## src/hw/rtl/rae_pkg.sv

```systemverilog
// ----------------------------------------------------------------------------
// rae_pkg
// Shared types, constants and the arctangent table of the roll angle estimator.
// ----------------------------------------------------------------------------
`default_nettype none

package rae_pkg;

	localparam int FRAC_BITS = 16;
	localparam int DATA_W    = 24;
	localparam int ROLL_W    = 18;
	localparam int THR_W     = 23;
	localparam int NOISE_W   = 32;
	localparam int K_W       = FRAC_BITS + 1;
	localparam int DIV_STEPS = K_W;
	localparam int SQRT_STEPS = FRAC_BITS + 1;
	localparam int CORD_ITERS = FRAC_BITS + 4;
	localparam int ANG_BITS  = 30;
	localparam int CW        = 34;
	localparam int CNT_W     = 5;
	localparam int ADDR_W    = 4;

	localparam logic [19:0] GRAV_Q = 20'd642689;

	localparam logic [ADDR_W-3:0] REG_THR = 2'd0;
	localparam logic [ADDR_W-3:0] REG_PN  = 2'd1;
	localparam logic [ADDR_W-3:0] REG_ON  = 2'd2;

	typedef struct packed {
		logic signed [DATA_W-1:0] lateral_accel;
		logic signed [DATA_W-1:0] speed;
		logic signed [DATA_W-1:0] yaw_rate_raw;
		logic signed [DATA_W-1:0] yaw_offset_moving;
		logic signed [DATA_W-1:0] yaw_offset_stopped;
	} in_t;

	typedef struct packed {
		logic signed [ROLL_W-1:0] roll_angle;
		logic                     enabled;
		logic                     estimating;
	} out_t;

	typedef struct packed {
		logic [THR_W-1:0]   stop_speed_threshold;
		logic [NOISE_W-1:0] process_noise;
		logic [NOISE_W-1:0] observation_noise;
	} cfg_t;

	typedef enum logic [3:0] {
		ST_IDLE, ST_PRED, ST_KLOAD, ST_KDIV, ST_KSEL, ST_MUL, ST_UPD, ST_NUM,
		ST_CHK, ST_MDIV, ST_MSEL, ST_MSQ, ST_SQRT, ST_CINIT, ST_CORD, ST_DONE
	} state_t;

	typedef struct packed {
		logic             load;
		logic             pred;
		logic             kload;
		logic             div_step;
		logic             ksel;
		logic             mul;
		logic             upd;
		logic             num;
		logic             chk;
		logic             msel;
		logic             msq;
		logic             sqrt_step;
		logic             cinit;
		logic             cord_step;
		logic             done;
		logic [CNT_W-1:0] idx;
	} cmd_t;

	typedef struct packed {
		logic in_range;
		logic out_free;
	} sts_t;

	function automatic logic signed [CW-1:0] atan_f(input logic [CNT_W-1:0] i);
		logic signed [CW-1:0] v;
		case (i)
			5'd0: v = 34'sd843314857;
			5'd1: v = 34'sd497837829;
			5'd2: v = 34'sd263043837;
			5'd3: v = 34'sd133525159;
			5'd4: v = 34'sd67021687;
			5'd5: v = 34'sd33543516;
			5'd6: v = 34'sd16775851;
			5'd7: v = 34'sd8388437;
			5'd8: v = 34'sd4194283;
			5'd9: v = 34'sd2097149;
			default: v = CW'(34'sd1 <<< (5'd30 - i));
		endcase
		return v;
	endfunction

endpackage

`default_nettype wire

```

## src/hw/rtl/rae_ctrl.sv

```systemverilog
// ----------------------------------------------------------------------------
// rae_ctrl
// Sequencer: steps one beat through filter, divider, square root and CORDIC.
// ----------------------------------------------------------------------------
`default_nettype none

module rae_ctrl (
	input  wire            clk,
	input  wire            arst_n,
	input  wire            in_valid,
	output logic           in_stall,
	input  rae_pkg::sts_t  sts,
	output rae_pkg::cmd_t  cmd
);
	import rae_pkg::*;

	state_t state_q, state_d;
	logic [CNT_W-1:0] cnt_q;

	always_comb begin
		state_d = state_q;
		unique case (state_q)
			ST_IDLE:  if (in_valid) state_d = ST_PRED;
			ST_PRED:  state_d = ST_KLOAD;
			ST_KLOAD: state_d = ST_KDIV;
			ST_KDIV:  if (cnt_q == CNT_W'(DIV_STEPS - 1)) state_d = ST_KSEL;
			ST_KSEL:  state_d = ST_MUL;
			ST_MUL:   state_d = ST_UPD;
			ST_UPD:   state_d = ST_NUM;
			ST_NUM:   state_d = ST_CHK;
			ST_CHK:   state_d = sts.in_range ? ST_MDIV : ST_DONE;
			ST_MDIV:  if (cnt_q == CNT_W'(DIV_STEPS - 1)) state_d = ST_MSEL;
			ST_MSEL:  state_d = ST_MSQ;
			ST_MSQ:   state_d = ST_SQRT;
			ST_SQRT:  if (cnt_q == CNT_W'(SQRT_STEPS - 1)) state_d = ST_CINIT;
			ST_CINIT: state_d = ST_CORD;
			ST_CORD:  if (cnt_q == CNT_W'(CORD_ITERS - 1)) state_d = ST_DONE;
			ST_DONE:  if (sts.out_free) state_d = ST_IDLE;
			default:  state_d = ST_IDLE;
		endcase
	end

	always_ff @(posedge clk or negedge arst_n) begin
		if (!arst_n) begin
			state_q <= ST_IDLE;
			cnt_q   <= '0;
		end else begin
			state_q <= state_d;
			cnt_q   <= (state_d != state_q) ? '0 : cnt_q + 1'b1;
		end
	end

	always_comb begin
		cmd           = '0;
		cmd.idx       = cnt_q;
		cmd.load      = (state_q == ST_IDLE) & in_valid;
		cmd.pred      = (state_q == ST_PRED);
		cmd.kload     = (state_q == ST_KLOAD);
		cmd.div_step  = (state_q == ST_KDIV) | (state_q == ST_MDIV);
		cmd.ksel      = (state_q == ST_KSEL);
		cmd.mul       = (state_q == ST_MUL);
		cmd.upd       = (state_q == ST_UPD);
		cmd.num       = (state_q == ST_NUM);
		cmd.chk       = (state_q == ST_CHK);
		cmd.msel      = (state_q == ST_MSEL);
		cmd.msq       = (state_q == ST_MSQ);
		cmd.sqrt_step = (state_q == ST_SQRT);
		cmd.cinit     = (state_q == ST_CINIT);
		cmd.cord_step = (state_q == ST_CORD);
		cmd.done      = (state_q == ST_DONE) & sts.out_free;
		in_stall      = (state_q != ST_IDLE);
	end

endmodule

`default_nettype wire

```

## config.mk

```make
export PLATFORM = sky130hd
export DESIGN_NAME = rae_ctrl
export DESIGN_NICKNAME = d
export VERILOG_FILES = /design/src/hw/rtl/rae_pkg.sv /design/src/hw/rtl/rae_ctrl.sv
export SDC_FILE = /design/constraint.sdc
export NUM_CORES = 1
export LEC_CHECK = 0
export ABC_CLOCK_PERIOD_IN_PS = 2300
export CAP_MARGIN = 20
export CORE_AREA = 2 2 39 41
export CTS_CLUSTER_DIAMETER = 100
export DETAILED_ROUTE_END_ITERATION = 8
export DIE_AREA = 0 0 41 43
export DONT_BUFFER_PORTS = 1
export GPL_TIMING_DRIVEN = 0
export PLACE_DENSITY = 0.68
export RECOVER_POWER = 50
export SETUP_SLACK_MARGIN = 0.3
export SYNTH_ARGS = -nofsm -noshare
export SYNTH_HDL_FRONTEND = slang
export SYNTH_SLANG_ARGS = --single-unit
```

## constraint.sdc

```tcl
create_clock -name clk -period 2.3 [get_ports clk]
set_clock_uncertainty 0.15 [all_clocks]
set_input_delay 0.23 -clock clk [delete_from_list [all_inputs] [get_ports clk]]
set_output_delay 0.23 -clock clk [all_outputs]
set_load 0.05 [all_outputs]
```

---- Word level (Yosys, flattened, before mapping) ----
Cells that the tools add are included.
storage, ports and cells
  input bits .............................. 5
  output and inout port bits .............. 21
  logic and storage cells ................. 35
  register bits ........................... 9
cells by class
  eq/ne operators ......................... 18
  reductions and logical operators ........ 2
  bitwise operators ....................... 3
  multiplexer cells ....................... 9
  add/sub/neg operators ................... 1
operator list
  cell                                                             number
  4-bit one-hot mux with 16 select lines                           1
  4-bit == test, second input constant                             8
  4-bit 2-to-1 mux                                                 6
  4-bit by 3-bit == test with 1-bit output, second input constant  4
  5-bit == test, second input constant                             2
  4-bit by 2-bit == test with 1-bit output, second input constant  2
  5-bit by 1-bit adder with 5-bit output, second input constant    1
  5-bit 2-to-1 mux                                                 1
  4-bit by 1-bit == test with 1-bit output, second input constant  1
  4-bit zero test                                                  1
  4-bit != test                                                    1
  4-bit nonzero test                                               1
  3-bit 2-to-1 mux                                                 1
  1-bit AND                                                        2
  1-bit bitwise OR                                                 1

---- Longest topological paths before layout ----
  depth in word-level cells ............... 5
  gate-level depth with buffers ........... 7
  mapped depth without buffers ............ 7

---- Worst setup path before layout ----
OpenSTA, ideal clock, no wires.
  path type ............................... register to register
  start ................................... register state_q[1]
  end ..................................... register cnt_q[0]
  buffers on the path ..................... 0
  clock period less this slack ............ 2723 ps
  setup time .............................. 84 ps
  data arrival time ....................... 2488 ps
  data required time ...................... 2066 ps
  slack ................................... -423 ps
  stages on the path, launching flop included .. 6
  cells stage by stage .................... dfrtp_1 > xnor2_1 > nor3b_1 > mux2_2 > o21ai_0 > a21oi_1
on the way
  word-level cells in the longest chain between the ends .. 4
  elaborated cells between the ends (all ways) .. 25
  classes of those cells .................. eq/ne: 16; mux: 8; reduce/logical: 1
ends and longest elaborated chain
  element                                      RTL line        source
  start, declared                              rae_ctrl.sv:17  state_t state_q, state_d;
  start signal, assigned                       rae_ctrl.sv:48  state_q <= state_d;
  4-bit == test, or another cell as far along  rae_ctrl.sv:22  unique case (state_q)
  4-bit one-hot mux with 16 select lines       rae_ctrl.sv:22
  4-bit != test *                              rae_ctrl.sv:49  cnt_q <= (state_d != state_q) ? '0 : cnt_q + 1'b1;
  5-bit 2-to-1 mux *                           rae_ctrl.sv:49
  end signal, assigned                         rae_ctrl.sv:49
  end, declared                                rae_ctrl.sv:18  logic [CNT_W-1:0] cnt_q;
Every way passes the cells marked *; elsewhere a longest branch is shown, timed or not.

==> flow_metrics.tcl <==
set metrics [dict create \
    post_route_cells_drive_above_1_share 0.5426 \
    setup_tns_ns -0.04968 \
    slowest_delay_ns 0.72 \
    rrSetupSlack_ns -0.02 \
    arrival_ns 2.37 \
    final_hold_viol_count 0 \
    ys_warn_count 0 \
    fin_crit_ns 2.317 \
    reg2reg_from "state_q[3]" \
    violations "negative setup slack" \
    io-pin-count 26 \
    grt_pass1_wl_mm 2.656 \
    drc_errors 0 \
    r2r-end "cnt_q[4]" \
    yosys_register_bits 9 \
    start_util 0.4792 \
    first_global_vias 572 \
    r2r_cells 5 \
    wirelength_mm 1.866 \
    die_x_um 41 \
    drt-initial-drc-count 10 \
    cts_tree "built" \
    vias_per_cell 6.118 \
    required_ns 2.35 \
    outcome "finished with violations" \
    relSlewSlack 0.3788 \
    cts_buffers 3 \
    chipHeight_um 43 \
    drt-wirelength-per-cell_um 16.96 \
    synthToLayoutAreaGrowth_pct 47.55 \
    clk_latency_ns 0.28 \
    dp_hpwl_mm 1.099 \
    period_share 1.007 \
    synth_edf_count 0 \
    grt_overflow_total 0 \
    track_usage 0.2327 \
    drtPass1Iterations 4 \
    multi_input_area_um2 566.8 \
    setup_viol 5 \
    rows 14 \
    crit_fanout 5 \
    htreeDepth 1 \
    clkTransAtPathRegs_ns 0.07 \
    cts_root_buf "clkbuf_4" \
    syn_nets 91 \
    maxCapViolations 0 \
    dp_slack_ns -0.2126 \
    endpoint "cnt_q[4]" \
    syn_inst 84 \
    synth_ff_type "dfrtp_1" \
    endpoint_kind "register" \
    max_freq_ghz 0.4316 \
    ys_types 27 \
    final_core_util 0.7071 \
    gp_congestion 0.8333 \
    n_antenna_cell 0 \
    clkSinkCount 9 \
    grt_max_degree 11 \
    layout_common_cells "nand2_1, dfrtp_2, nor2_4, nor2_1, clkbuf_4" \
    slew_violations 0 \
    tightest_slew_ns 0.9283 \
    syn-cell-area_um2 663.1 \
    core_area_um2 1384 \
    clk_path_buf_depth 2 \
    syn_avg_cell_area_um2 7.894 \
    antenna_found_initial 0 \
    io_buffers 0 \
    path_cells "nand2_1, nor3_2, mux2_4, o21ai_1, a21oi_2" \
    hold_ws_ns 0.1365 \
    ys_seq_area_frac 0.3396 \
    rsz0062_at_grt "yes" \
    hold_path.class "input port to register" \
    worst_slack_ns -0.01707 \
    cp-startpoint "state_q[3]" \
    start_kind "register" \
    final_net_count 102 \
    critical_path_class "register to register" \
    regArea_um2 234.0 \
    dieArea_um2 1763 \
    n_fill_cell 104 \
    cpMaxStageDelayCell "nor3_2" \
    ant_nets 0 \
    vias 673 \
    async_reset_ff_frac 1.000 \
]
==> worst min path at each step <==
| stage | start | endpoint | slack (ns) | depth (start not counted) |
|---|---|---|---|---|
| after floorplan | arst_n | cnt_q[0] | -0.22 | 0 |
| after global placement | arst_n | cnt_q[3] | -0.22 | 0 |
| after detailed placement | arst_n | cnt_q[3] | -0.22 | 0 |
| after CTS | sts[1] | state_q[1] | 0.12 | 4 |
| after global routing | sts[1] | state_q[1] | 0.16 | 4 |
| final | sts[1] | state_q[1] | 0.14 | 4 |
==> Yosys cell counts, drive strengths merged (2+ instances only) <==
master | count | area [um2]
xnor2 | 2 | 17.52
dfrtp | 9 | 225.2
nor3b | 2 | 15.01
ha | 2 | 25.02
o21ai | 4 | 20.02
xor2 | 2 | 17.52
nand2b | 4 | 32.53
nand3 | 3 | 15.01
nand2 | 8 | 30.03
clkbuf | 4 | 15.01
nor2 | 13 | 48.80
a21oi | 6 | 30.03
inv | 4 | 15.01
nor3 | 9 | 45.04
==> registers in the layout (all words and copies together) (netlist names) <==
signal   count
state_q      4
cnt_q        5
==> critical path: cells and delay by family, from the launching register on <==
kind	cells	cell delay, ns
AO/OA/AOI/OAI	2	0.40
flip-flops	1	0.44
multiplexers	1	0.31
AND/OR/NAND/NOR	2	0.93
==> logic make-up (layout without fill, tap and decap cells) <==
kind of cell               count (synthesis)  count (layout)  synth area share
adders and majority gates                  2               2           0.03773
muxes                                      1               1           0.01698
AOI/OAI and AO/OA                         16              16            0.1585
and+or+nand+nor                           43              43            0.3321
DFF                                        9               9            0.3396
buffers and inverters                      9              19           0.06225
xor gates and xnor gates                   4               4           0.05284
==> metrics by stage <==
stage,instance area [um2],std cells
6_report,978.4,110
5_1_grt,978.4,110
4_1_cts,963.4,110
3_5_place_dp,748.2,100
3_3_place_gp,748.2,100
2_1_floorplan,728.2,84
==> final cells by class <==
type                    count  share of cell area
well taps                  16             0.02046
flip-flops and latches      9              0.2391
inverters                   4             0.01535
clock buffers               3             0.02302
repair buffers              6             0.06010
multi-input cells          66              0.5793
plain buffers               5             0.05754
clock inverters             1            0.005115
==> per-layer routing <==
metal	global-route usage	vias up	routed length, um
met5	0	-	0
met4	0.08000	0	25
met1	0.3051	325	760
met3	0.08901	5	139
met2	0.3406	26	941
li1	-	317	-
==> repair_timing <==
item,CTS,global route
pin swaps,11,9
buffers inserted,5,0
gates resized for setup,39,12
endpoints found under the setup margin,20,23
endpoints found under the hold margin,9,0
hold buffers,1,0
Power is not shown: default switching activity piles up to over one toggle a cycle in this logic, so the estimate is an artifact.
