### config.mk
export PLATFORM = sky130hd
export DESIGN_NAME = rae_cfg
export DESIGN_NICKNAME = d
export VERILOG_FILES = /design/src/hw/rtl/rae_pkg.sv /design/src/hw/rtl/rae_cfg.sv
export SDC_FILE = /design/constraint.sdc
export NUM_CORES = 1
export LEC_CHECK = 0
export ABC_AREA = 1
export BUFFER_PORTS_ARGS = -buffer_cell sky130_fd_sc_hd__buf_4
export CAP_MARGIN = 30
export CORE_ASPECT_RATIO = 1.25
export CORE_UTILIZATION = 35
export DETAILED_ROUTE_END_ITERATION = 8
export GPL_ROUTABILITY_DRIVEN = 0
export GPL_TIMING_DRIVEN = 1
export PLACE_DENSITY = 0.72
export SLEW_MARGIN = 20
export SYNTH_ARGS = -nofsm -noshare
export SYNTH_HDL_FRONTEND = slang
export SYNTH_SLANG_ARGS = --single-unit
export TNS_END_PERCENT = 50
### constraint.sdc
create_clock -name clk -period 2.09 [get_ports clk]
set_clock_uncertainty 0.1 [all_clocks]
set_input_delay 0.418 -clock clk [delete_from_list [all_inputs] [get_ports clk]]
set_output_delay 0.418 -clock clk [all_outputs]
set_load 0.005 [all_outputs]
### src/hw/rtl/rae_pkg.sv
// ----------------------------------------------------------------------------
// rae_pkg
// Shared types, constants and the arctangent table of the roll angle estimator.
// ----------------------------------------------------------------------------
`default_nettype none

package rae_pkg;

	localparam int FRAC_BITS = 16;
	localparam int DATA_W    = 24;
	localparam int ROLL_W    = 18;
	localparam int THR_W     = 23;
	localparam int NOISE_W   = 32;
	localparam int K_W       = FRAC_BITS + 1;
	localparam int DIV_STEPS = K_W;
	localparam int SQRT_STEPS = FRAC_BITS + 1;
	localparam int CORD_ITERS = FRAC_BITS + 4;
	localparam int ANG_BITS  = 30;
	localparam int CW        = 34;
	localparam int CNT_W     = 5;
	localparam int ADDR_W    = 4;

	localparam logic [19:0] GRAV_Q = 20'd642689;

	localparam logic [ADDR_W-3:0] REG_THR = 2'd0;
	localparam logic [ADDR_W-3:0] REG_PN  = 2'd1;
	localparam logic [ADDR_W-3:0] REG_ON  = 2'd2;

	typedef struct packed {
		logic signed [DATA_W-1:0] lateral_accel;
		logic signed [DATA_W-1:0] speed;
		logic signed [DATA_W-1:0] yaw_rate_raw;
		logic signed [DATA_W-1:0] yaw_offset_moving;
		logic signed [DATA_W-1:0] yaw_offset_stopped;
	} in_t;

	typedef struct packed {
		logic signed [ROLL_W-1:0] roll_angle;
		logic                     enabled;
		logic                     estimating;
	} out_t;

	typedef struct packed {
		logic [THR_W-1:0]   stop_speed_threshold;
		logic [NOISE_W-1:0] process_noise;
		logic [NOISE_W-1:0] observation_noise;
	} cfg_t;

	typedef enum logic [3:0] {
		ST_IDLE, ST_PRED, ST_KLOAD, ST_KDIV, ST_KSEL, ST_MUL, ST_UPD, ST_NUM,
		ST_CHK, ST_MDIV, ST_MSEL, ST_MSQ, ST_SQRT, ST_CINIT, ST_CORD, ST_DONE
	} state_t;

	typedef struct packed {
		logic             load;
		logic             pred;
		logic             kload;
		logic             div_step;
		logic             ksel;
		logic             mul;
		logic             upd;
		logic             num;
		logic             chk;
		logic             msel;
		logic             msq;
		logic             sqrt_step;
		logic             cinit;
		logic             cord_step;
		logic             done;
		logic [CNT_W-1:0] idx;
	} cmd_t;

	typedef struct packed {
		logic in_range;
		logic out_free;
	} sts_t;

	function automatic logic signed [CW-1:0] atan_f(input logic [CNT_W-1:0] i);
		logic signed [CW-1:0] v;
		case (i)
			5'd0: v = 34'sd843314857;
			5'd1: v = 34'sd497837829;
			5'd2: v = 34'sd263043837;
			5'd3: v = 34'sd133525159;
			5'd4: v = 34'sd67021687;
			5'd5: v = 34'sd33543516;
			5'd6: v = 34'sd16775851;
			5'd7: v = 34'sd8388437;
			5'd8: v = 34'sd4194283;
			5'd9: v = 34'sd2097149;
			default: v = CW'(34'sd1 <<< (5'd30 - i));
		endcase
		return v;
	endfunction

endpackage

`default_nettype wire

### src/hw/rtl/rae_cfg.sv
// ----------------------------------------------------------------------------
// rae_cfg
// APB register file: speed threshold and the two filter noise terms.
// ----------------------------------------------------------------------------
`default_nettype none

module rae_cfg (
	input  wire                         clk,
	input  wire                         arst_n,
	input  wire                         psel,
	input  wire                         penable,
	input  wire                         pwrite,
	input  wire  [rae_pkg::ADDR_W-1:0]  paddr,
	input  wire  [31:0]                 pwdata,
	output logic [31:0]                 prdata,
	output rae_pkg::cfg_t               cfg
);
	import rae_pkg::*;

	cfg_t cfg_q;
	logic wr;

	assign wr = psel & penable & pwrite;

	always_ff @(posedge clk or negedge arst_n) begin
		if (!arst_n) begin
			cfg_q.stop_speed_threshold <= THR_W'(655);
			cfg_q.process_noise        <= NOISE_W'(66);
			cfg_q.observation_noise    <= NOISE_W'(655);
		end else if (wr) begin
			unique case (paddr[ADDR_W-1:2])
				REG_THR: cfg_q.stop_speed_threshold <= pwdata[THR_W-1:0];
				REG_PN:  cfg_q.process_noise        <= pwdata;
				REG_ON:  cfg_q.observation_noise    <= pwdata;
				default: ;
			endcase
		end
	end

	always_comb begin
		unique case (paddr[ADDR_W-1:2])
			REG_THR: prdata = 32'(cfg_q.stop_speed_threshold);
			REG_PN:  prdata = cfg_q.process_noise;
			REG_ON:  prdata = cfg_q.observation_noise;
			default: prdata = '0;
		endcase
	end

	assign cfg = cfg_q;

endmodule

`default_nettype wire

Yosys cells after proc, flatten, opt, wreduce, memory -nomap -nowiden
Cells that the tools add are included.
{ "classes": {"n_eq_ne": 2, "mux": 1, "bitwise_logic": 2, "n_reduce_logical": 4} }
{ "ops": {"columns": ["op", "count"], "rows": [
  ["case mux 32 bit (3 select lines)", 1],
  ["AND reduction 2 bit", 3],
  ["AND 1 bit", 2],
  ["== test 2 x 1 -> 1 bit (second input constant)", 1],
  ["== test 2 bit (second input constant)", 1],
  ["zero test 2 bit", 1]
]} }
{ "totals": {"register_bits": 87, "input_bits": 41, "output_inout_bits": 119, "elab_cells": 12} }

Depth between registers and ports, before layout
Gate-level depths: netlist of run 1.
{ "logic_depth": {"word_depth": 3, "mapped_depth": 7, "depth_no_buf": 6} }

Worst setup path after synthesis of run 1
No wires, ideal clock.
{ "synth_path": {"path_kind": "input -> output", "from": "input paddr[2] in the netlist's numbering", "to": "output prdata[0]", "arrival_ps": 929, "t_required_ps": 1572, "slack_ps": 643, "stages": 6, "path_buffers": 1, "cell_sequence": "inv_2 -> nand2_4 -> inv_4 -> buf_2 -> nand2_1 -> nand3_1"} }
{ "synth_between": {"elab_chain_len": 2, "elab_cells_between_ends": 4, "cone_classes": "2 x eq/ne; 1 x mux; 1 x reduce/logical"} }
{ "synth_rtl": {"columns": ["element", "line_no", "rtl"], "rows": [
  ["start: declaration", "rae_cfg.sv:13", "input wire [rae_pkg::ADDR_W-1:0] paddr,"],
  ["== test 2 bit, or another cell as far along", "rae_cfg.sv:41", "unique case (paddr[ADDR_W-1:2])"],
  ["case mux 32 bit (3 select lines) *", "rae_cfg.sv:41", null],
  ["end: declaration", "rae_cfg.sv:15", "output logic [31:0] prdata,"]
]} }
Every way passes the cells marked *; elsewhere a longest branch is shown, timed or not.

Final worst setup path of run 1
{ "layout_path": {"from": "input paddr[2] in the netlist's numbering", "to": "output prdata[18]"} }
Same word-level chain as after synthesis.

==> metrics.yaml, run 1 <==
synthesis:
  synthAdderAreaFrac_pct: 0
  ys_ff_latch: 87
  synth_compound_area_share_pct: 0
  synth_nets: 550
  syn_inst: 509
  yosysSeqAreaShare_pct: 53.57
  synth_mux_area_share_pct: 0
  avgSynthCellArea_sq_um: 8.048
  ys.warnings.count: 0
  synth_cell_types: 16
  synth_top_family_by_area: "simple AND/OR/NAND/NOR gates"
  synth-simple-area-share_pct: 40.23
  synthXorXnorAreaFrac_pct: 0
  syn_area_sq_mm: 0.004096
cells_and_area:
  drive_gt1_share_pct: 34.29
  antenna_cells: 0
  final_cell_mix: "339 x nand2_1, 160 x buf_4, 73 x dfrtp_1"
  area_growth_pct: 37.32
  fillers: 1057
  largest_reg_flops: 87
  post-route-util_pct: 50.03
  layout_commonest_cell: "nand2_1"
  final_nets: 702
clock_tree:
  h-tree-depth: 3
  clkLatencyLatePin_ns: 0.33
  clockBufferDepth: 2
  cts_setup_buffers: 0
  cts.sink_count: 87
  tritoncts: "yes"
  clock_tree.root_cell: "clkbuf_16"
  path_clk_slew_ns: 0.06
  cts_resized: 0
  numCtsBuffers: 9
setup_path:
  critPathCaptureType: "output pin"
  rrSetupSlack_ns: 1.23
  r2r-end: "cfg[64]"
  slowest_stage: "inv_4"
  path_common_cell: "buf_4"
  crit_chain: "buf_4 -> inv_2 -> nand2_4 -> inv_4 -> nand2_1 -> nand3_1 -> buf_4"
  critPathLaunchType: "primary input"
  rr_startpoint: "cfg[64]"
  crit_family: "buffers and inverters"
  ff2ff_path_depth: 2
  path_class: "primary input to output pin"
  critPathMaxStageDelay_ns: 0.34
  cp_num_buf_inv: 4
  cp.required_ns: 1.57
  worstPathMaxFanout: 33
  cp.arrival_ns: 1.36
routing:
  dr.pass1.iters: 4
  viasPerCell: 4.758
  wire_per_inst_um: 14.24
  antenna_left: 0
  drc: 0
  via_count: 3806
  dr.first_iter.drc_count: 113
  drt-total-wl_um: 11390
global_route:
  grt.busiest_layer: "met2"
  grt_max_degree: 45
  grt_pass1_vias: 3553
  grt_use_met1_pct: 23.25
  antenna_found_initial: 0
  grt_first_pass_wirelength_um: 18060
  use_met3_pct: 3.279
  overflow: 0
  track_usage_pct: 19.14
  use_met2_pct: 33.83
floorplanning:
  die_w_um: 98.77
  io-pin-count: 160
  rows: 43
  core_area_sq_mm: 0.01124
  die_area_sq_mm: 0.01214
  fp.dieH_um: 123.0
  start_util_pct: 36.43
placement:
  io_buffers: 157
  dpl.hpwl_um: 7688
flow_run:
  drv_cap: 0
timing:
  setup_viol: 0
  fmax_mhz: 531.9
  slew_headroom_pct: 65.56
  rsz0062_at_grt: "false"
  worstMarginPinSlew_ns: 0.5148
  fin_crit_ns: 1.880
  tns_ns: 0
  hold_violations: 0
  slew_viol_final: 0
  post-route-period-util_pct: 89.96
power:
  p_leak_nw: 3.132
  vdd_drop_max_v: 0.0003716
  power.density_mw_per_mm2: 942.2
worst_hold_path:
  min-delay-start: "pwdata[29]"
  min_path_cells: 3
  whs_endpoint: "cfg[61]"
  hp-class: "primary input to flop"
outcome:
  status: "finished clean"
==> worst max-delay path by stage <==
stage | start | to | slack, ns | cells past startpoint
final | paddr[2] | prdata[18] | 0.21 | 7
after global routing | paddr[3] | prdata[27] | 0.13 | 7
after CTS | paddr[2] | prdata[21] | 0.22 | 7
after detailed placement | paddr[2] | prdata[18] | 0.22 | 7
after global placement | paddr[3] | prdata[11] | 0.27 | 7
after floorplan | paddr[2] | prdata[0] | 0.64 | 6
==> layout make-up <==
cell class	count	area [sq um]	area share [%]
sequential	87	2195	39.01
multi-input combinational	393	1648	29.29
timing repair buffer	165	1291	22.95
clock buffer	12	256.5	4.560
tap	135	168.9	3.003
clock inverter	3	42.54	0.7562
inverter	5	23.77	0.4226
==> cells by family after synthesis <==
kind of cell | after synthesis
buffers and inverters | 29
flip-flops | 87
AND/OR/NAND/NOR | 393
==> cells in the mapped netlist <==
master   number  area, sq um
buf_2         8        40.04
dfstp_2      14        367.9
nand2_1     339         1272
buf_4         2        15.01
nand3_1      23        115.1
inv_4         2        12.51
nor2_4        4        45.04
nand2_8       1        20.02
buf_12        2        40.04
nand2_2      21        131.4
dfrtp_1      73         1827
nand2_4       3        33.78
nand3_2       1        10.01
inv_2         3        11.26
nor2_8        1        20.02
buf_6        12        135.1
==> per-stage QoR <==
stage / area, sq um / hold WS (ns) / instances / total power, mW / worst slack [ns]
after floorplan: 4096 / 0.02241 / 509 / 2.829 / 0.6427
after global placement: 5316 / 0.1667 / 784 / 3.707 / 0.2662
after detailed placement: 5316 / 0.1736 / 784 / 3.747 / 0.2175
after CTS: 5625 / 0.1819 / 800 / 5.376 / 0.2163
after global routing: 5625 / 0.1874 / 800 / 5.633 / 0.1289
final: 5625 / 0.1995 / 800 / 5.300 / 0.2099
==> power breakdown <==
group / switching [mW] / internal [mW] / total (mW)
sequential: 0.321 / 2.07 / 2.39
combinational: 0.555 / 0.762 / 1.32
clock: 0.606 / 0.982 / 1.59
total: 1.48 / 3.82 / 5.30
==> worst min-delay path, delay by kind of cell <==
kind	cells	cell delay [ns]
buf+inv	1	0.08
simple gates	2	0.09
==> layer usage <==
metal / routed length [um] / share of wire, %
met5: 0 / 0
met4: 223 / 2.0
met3: 463 / 4.1
met2: 5999 / 53
met1: 4702 / 41
==> repair_timing <==
item / 4_1_cts / 5_1_grt
hold buffers: 1 / 0
endpoints found under the hold margin: 10 / 0
endpoints found under the setup margin: 0 / 0
Note: power is estimated with default switching activity, not from simulation.
==> run 2: changes to the inputs <==
Settings changed: CORE_MARGIN set to 3, PLACE_DENSITY 0.72 to 0.74, SETUP_SLACK_MARGIN set to 0.3.
Clock period 2.09 ns to 1.58 ns, I/O delays scaled along.
==> metrics.yaml, run 2 (synthesized netlist as in run 1, its figures left out) <==
outcome:
  status: "finished clean"  # unchanged
floorplanning:
  start_util_pct: 36.43  # unchanged
  core_area_sq_mm: 0.01124  # unchanged
  io-pin-count: 160  # unchanged
  die_area_sq_mm: 0.01305  # was 0.01214 sq mm
  fp.dieH_um: 127.0  # was 123.0 um
  rows: 43  # unchanged
  die_w_um: 102.8  # was 98.77 um
setup_path:
  critPathLaunchType: "flop"  # was primary input
  crit_chain: "nand2_1 -> nand3_1 -> buf_4"  # was buf_4 -> inv_2 -> nand2_4 -> inv_4 -> nand2_1 -> nand3_1 -> buf_4
  critPathCaptureType: "output pin"  # unchanged
  worstPathMaxFanout: 3  # was 33
  slowest_stage: "dfstp_2"  # was inv_4
  cp.arrival_ns: 1.13  # was 1.36 ns
  critPathMaxStageDelay_ns: 0.56  # was 0.34 ns
  cp.required_ns: 1.16  # was 1.57 ns
  path_class: "flop to output pin"  # was primary input to output pin
worst_hold_path:
  hp-class: "primary input to flop"  # unchanged
routing:
  viasPerCell: 4.897  # was 4.758
  dr.first_iter.drc_count: 260  # was 113
  via_count: 4353  # was 3,806
  antenna_left: 0  # unchanged
  wire_per_inst_um: 16.91  # was 14.24 um
  dr.pass1.iters: 5  # was 4
  drc: 0  # unchanged
  drt-total-wl_um: 15030  # was 11,390 um
placement:
  dpl.hpwl_um: 8062  # was 7688 um
  io_buffers: 157  # unchanged
  dpl_worst_slack_ns: 0.05669  # was 0.2175 ns
timing:
  hold_violations: 0  # unchanged
  worst_slack_ns: 0.03164  # was 0.2099 ns
  post-route-period-util_pct: 98.00
  worstMarginPinSlew_ns: 0.4775  # was 0.5148 ns
  slew_viol_final: 0  # unchanged
  rsz0062_at_grt: "true"  # was false
  tns_ns: 0  # unchanged
  fmax_mhz: 645.8
  holdWs_ns: 0.09247  # was 0.1995 ns
  setup_viol: 0  # unchanged
  slew_headroom_pct: 68.17  # was 65.56%
  fin_crit_ns: 1.548
power:
  swShare_pct: 28.70  # was 27.97%
  p_leak_nw: 4.039  # was 3.132 nW
  clkPwrFrac_pct: 28.3  # was 30.0%
  p_int_mw: 6.061  # was 3.818 mW
  net-switching-power_mw: 2.440  # was 1.482 mW
  pwr-share-seq_pct: 38.2  # was 45.2%
  vdd_drop_max_v: 0.0005917  # was 0.0003716 V
  power.density_mw_per_mm2: 1177  # was 942.2 mW/mm^2
  p_comb_share_pct: 33.5  # was 24.9%
clock_tree:
  numCtsBuffers: 9  # unchanged
  clockBufferDepth: 2  # unchanged
  h-tree-depth: 3  # unchanged
  path_clk_slew_ns: 0.06  # about the same
  cts.sink_count: 87  # unchanged
  tritoncts: "yes"  # unchanged
  clkLatencyLatePin_ns: 0.33  # about the same
  clock_tree.root_cell: "clkbuf_16"  # unchanged
cells_and_area:
  area_growth_pct: 76.39  # was 37.32%
  post-route-util_pct: 64.26  # was 50.03%
  layout_commonest_cell: "nand2_1"  # unchanged
  largest_reg_flops: 87  # unchanged
  final_cell_mix: "279 x nand2_1, 157 x buf_4, 75 x buf_6"  # was 339 x nand2_1, 160 x buf_4, 73 x dfrtp_1
  drive_gt1_share_pct: 52.52  # was 34.29%
  antenna_cells: 0  # unchanged
  final_nets: 790  # was 702
global_route:
  antenna_found_initial: 0  # unchanged
  grt_pass1_vias: 4186  # was 3,553
  grt_max_degree: 88  # was 45
  grt_first_pass_wirelength_um: 20940  # was 18,060 um
  track_usage_pct: 20.51  # was 19.14%
  overflow: 0  # unchanged
flow_run:
  drv_cap: 0  # unchanged
-- run 2: changes by cell type in the layout (fill, tap and decap cells not counted), sizes merged --
cell	before	now
bufinv	1	3
clkinvlp	1	0
buf	164	248
clkinv	1	5
clkbuf	12	14
inv	5	3
-- run 2: timing repair --
item / 4_1_cts / 5_1_grt
cloned: 3 / 5
gates resized for setup: 77 / 117
endpoints found under the setup margin: 119 / 125
buffers inserted: 43 / 31
endpoints found under the hold margin: 73 / 0
hold buffers: 1 / 0
pin swaps: 51 / 43
-- run 2: cell type report --
type	count	area, sq um
repair buffers	253	2476
clock buffers	10	229.0
multi-input cells	393	1986
clock inverters	6	108.9
well taps	135	168.9
inverters	5	58.81
flip-flops and latches	87	2198
fillers	847	4019
-- run 2: metrics by stage --
stage               std cells  instance area (sq um)  total power [mW]
global route              889                   7226             8.939
floorplan                 509                   4096             3.742
finish                    889                   7226             8.501
CTS                       853                   6461             7.966
detailed placement        790                   5449             5.009
global placement          790                   5449             4.943
-- run 2: worst paths after layout --
check	startpoint	to	slack, ns	cells past startpoint
max reg2reg	cfg[19]	cfg[19]	0.46	5
min reg2reg	cfg[66]	cfg[66]	0.38	2
min in group asynchronous	arst_n	cfg[76]	0.43	3
max	cfg[71]	prdata[7]	0.03	3
min	pwdata[27]	cfg[27]	0.09	3
max in group asynchronous	arst_n	cfg[19]	0.52	3
-- run 2: power groups by stage --
stage | Sequential [mW] | Combinational, mW | Clock [mW]
2_1_floorplan | 3.15 | 0.588 | 0
3_3_place_gp | 3.17 | 1.77 | 0
3_5_place_dp | 3.19 | 1.82 | 0
4_1_cts | 3.16 | 2.35 | 2.45
5_1_grt | 3.29 | 3.10 | 2.55
6_report | 3.25 | 2.85 | 2.40
-- run 2: worst max-delay path, delay by kind of cell, from the launching register on --
family,cells,cell delay (ns)
buf+inv,1,0.12
simple gates,2,0.13
flops,1,0.56
-- run 2: metal layers --
layer | up-vias | track usage, % | wire length (um)
met5 | - | 0 | 0
met4 | 0 | 8.155 | 454
met3 | 30 | 3.080 | 689
met2 | 172 | 36.05 | 8092
met1 | 2126 | 24.77 | 5792
li1 | 2025 | - | -
==> run 3: changes to the inputs <==
Settings changed: CORE_UTILIZATION 35 to 40, PLACE_DENSITY 0.74 to 0.81.
==> metrics.yaml, run 3 (synthesized netlist as in run 1, its figures left out) <==
timing:
  fmax_mhz: 629.9  # was 645.8 MHz
  slew_headroom_pct: 68.78  # was 68.17%
  tns_ns: -0.007504  # was 0 ns
  post-route-period-util_pct: 100.5  # was 98.00%
  holdWs_ns: 0.07874  # was 0.09247 ns
  worstMarginPinSlew_ns: 0.4683  # was 0.4775 ns
  slew_viol_final: 0  # unchanged
  worst_slack_ns: -0.007504  # was 0.03164 ns
  rsz0062_at_grt: "true"  # unchanged
  fin_crit_ns: 1.588  # was 1.548 ns
  setup_viol: 1  # was 0
  hold_violations: 0  # unchanged
placement:
  dpl.hpwl_um: 8392  # was 8062 um
  placed_cells: 785  # was 790
  io_buffers: 157  # unchanged
setup_path:
  cp.arrival_ns: 1.17  # was 1.13 ns
  ff2ff_path_depth: 5  # unchanged
  critPathCaptureType: "output pin"  # unchanged
  endpoint: "prdata[7]"  # unchanged
  crit_path_start: "paddr[2]"  # was cfg[71]
  worstPathMaxFanout: 8  # was 3
  path_class: "primary input to output pin"  # was flop to output pin
  r2r-end: "cfg[14]"  # was cfg[19]
  critPathLaunchType: "primary input"  # was flop
  rrSetupSlack_ns: 0.44  # was 0.46 ns
  cp.required_ns: 1.16  # about the same
  rr_startpoint: "cfg[14]"  # was cfg[19]
cells_and_area:
  largest_reg_flops: 87  # unchanged
  final_nets: 804  # was 790
  fin_cells: 894  # was 889
  final_cell_mix: "300 x nand2_1, 143 x buf_6, 99 x buf_4"  # was 279 x nand2_1, 157 x buf_4, 75 x buf_6
  area_growth_pct: 81.46  # was 76.39%
  antenna_cells: 0  # unchanged
  layout_commonest_cell: "nand2_1"  # unchanged
  drive_gt1_share_pct: 50.78  # was 52.52%
  post-route-util_pct: 75.78  # was 64.26%
power:
  vdd_drop_max_v: 0.0006317  # was 0.0005917 V
  p_leak_nw: 4.020  # was 4.039 nW
  power.density_mw_per_mm2: 1137  # was 1177 mW/mm^2
clock_tree:
  tritoncts: "yes"  # unchanged
  path_clk_slew_ns: 0.06  # about the same
  cts.sink_count: 87  # unchanged
  clock_tree.root_cell: "clkbuf_16"  # unchanged
  clockBufferDepth: 2  # unchanged
  clkLatencyLatePin_ns: 0.34  # was 0.33 ns
  numCtsBuffers: 9  # unchanged
  h-tree-depth: 3  # unchanged
global_route:
  use_met3_pct: 4.927  # was 3.080%
  overflow: 0  # unchanged
  track_usage_pct: 25.64  # was 20.51%
  grt_first_pass_wirelength_um: 22530  # was 20,940 um
  antenna_found_initial: 0  # unchanged
  grt.busiest_layer: "met2"  # unchanged
  grt_pass1_vias: 4433  # was 4,186
  grt_max_degree: 88  # unchanged
  grt_use_met1_pct: 29.10  # was 24.77%
  use_met2_pct: 45.03  # was 36.05%
routing:
  antenna_left: 0  # unchanged
  dr.first_iter.drc_count: 216  # was 260
  viasPerCell: 5.109  # was 4.897
  drt-total-wl_um: 16410  # was 15,030 um
  wire_per_inst_um: 18.35  # was 16.91 um
  via_count: 4567  # was 4,353
  dr.pass1.iters: 5  # unchanged
  drc: 0  # unchanged
floorplanning:
  die_w_um: 96.52  # was 102.8 um
  core_area_sq_mm: 0.009809  # was 0.01124 sq mm
  io-pin-count: 160  # unchanged
  start_util_pct: 41.76  # was 36.43%
  rows: 40  # was 43
  die_area_sq_mm: 0.01150  # was 0.01305 sq mm
  fp.dieH_um: 119.1  # was 127.0 um
worst_hold_path:
  hp-class: "primary input to flop"  # unchanged
outcome:
  violations: "setup timing"
  status: "finished with violations"  # was finished clean
flow_run:
  drv_cap: 0  # unchanged
## run 3: cell types whose count changed in the layout (fill, tap and decap cells not counted), sizes merged
cell,delta
clkbuf,-4
clkinvlp,+2
buf,+16
nand2,+2
bufinv,-3
clkinv,+1
## run 3: power breakdown
group          internal [mW]  switching [mW]
Sequential              2.75           0.534
Clock                   1.06           0.899
Combinational           2.04            1.17
Total                   5.85            2.60
## run 3: per-layer routing
metal | routed length (um) | vias to the layer above
met5 | 0 | -
met4 | 656 | 0
met2 | 8835 | 256
met3 | 1116 | 52
li1 | - | 2058
met1 | 5796 | 2201
## run 3: layout make-up
type	count	area, sq um
multi-input cells	395	1939
clock buffers	10	229.0
repair buffers	265	2809
flip-flops and latches	87	2202
fillers	609	2376
inverters	5	58.81
clock inverters	6	37.54
well taps	126	157.7
## run 3: timing repair
| item | CTS | global route |
|---|---|---|
| hold buffers | 1 | 0 |
| resized for setup | 95 | 157 |
| buffers inserted | 63 | 23 |
| hold endpoints to repair | 73 | 0 |
| cloned | 4 | 2 |
| pin swaps | 63 | 36 |
| endpoints found under the setup margin | 119 | 163 |
## run 3: worst min-delay path by stage
stage	startpoint	endpoint	slack, ns	depth (start not counted)
finish	pwdata[25]	cfg[25]	0.08	3
global route	pwdata[30]	cfg[62]	0.08	3
CTS	pwdata[25]	cfg[25]	0.07	3
detailed placement	arst_n	cfg[13]	0.29	2
global placement	arst_n	cfg[13]	0.28	2
floorplan	arst_n	cfg[10]	-0.08	0
## run 3: stage by stage
stage | worst slack, ns | instance area (sq um) | power (mW)
after global placement | 0.008673 | 5418 | 4.944
final | -0.007504 | 7433 | 8.450
after global routing | -0.03244 | 7433 | 8.857
after CTS | 0.02209 | 6636 | 7.668
after detailed placement | -0.02067 | 5418 | 5.029
after floorplan | 0.3367 | 4096 | 3.742
## run 3: worst max-delay path, cell delays in order
cell and delay (ns):
buf_12 0.11, clkinv_8 0.05, nand2_8 0.06, inv_8 0.05, buf_12 0.12, buf_16 0.14
nand2_1 0.07, nand3_1 0.09, buf_4 0.15
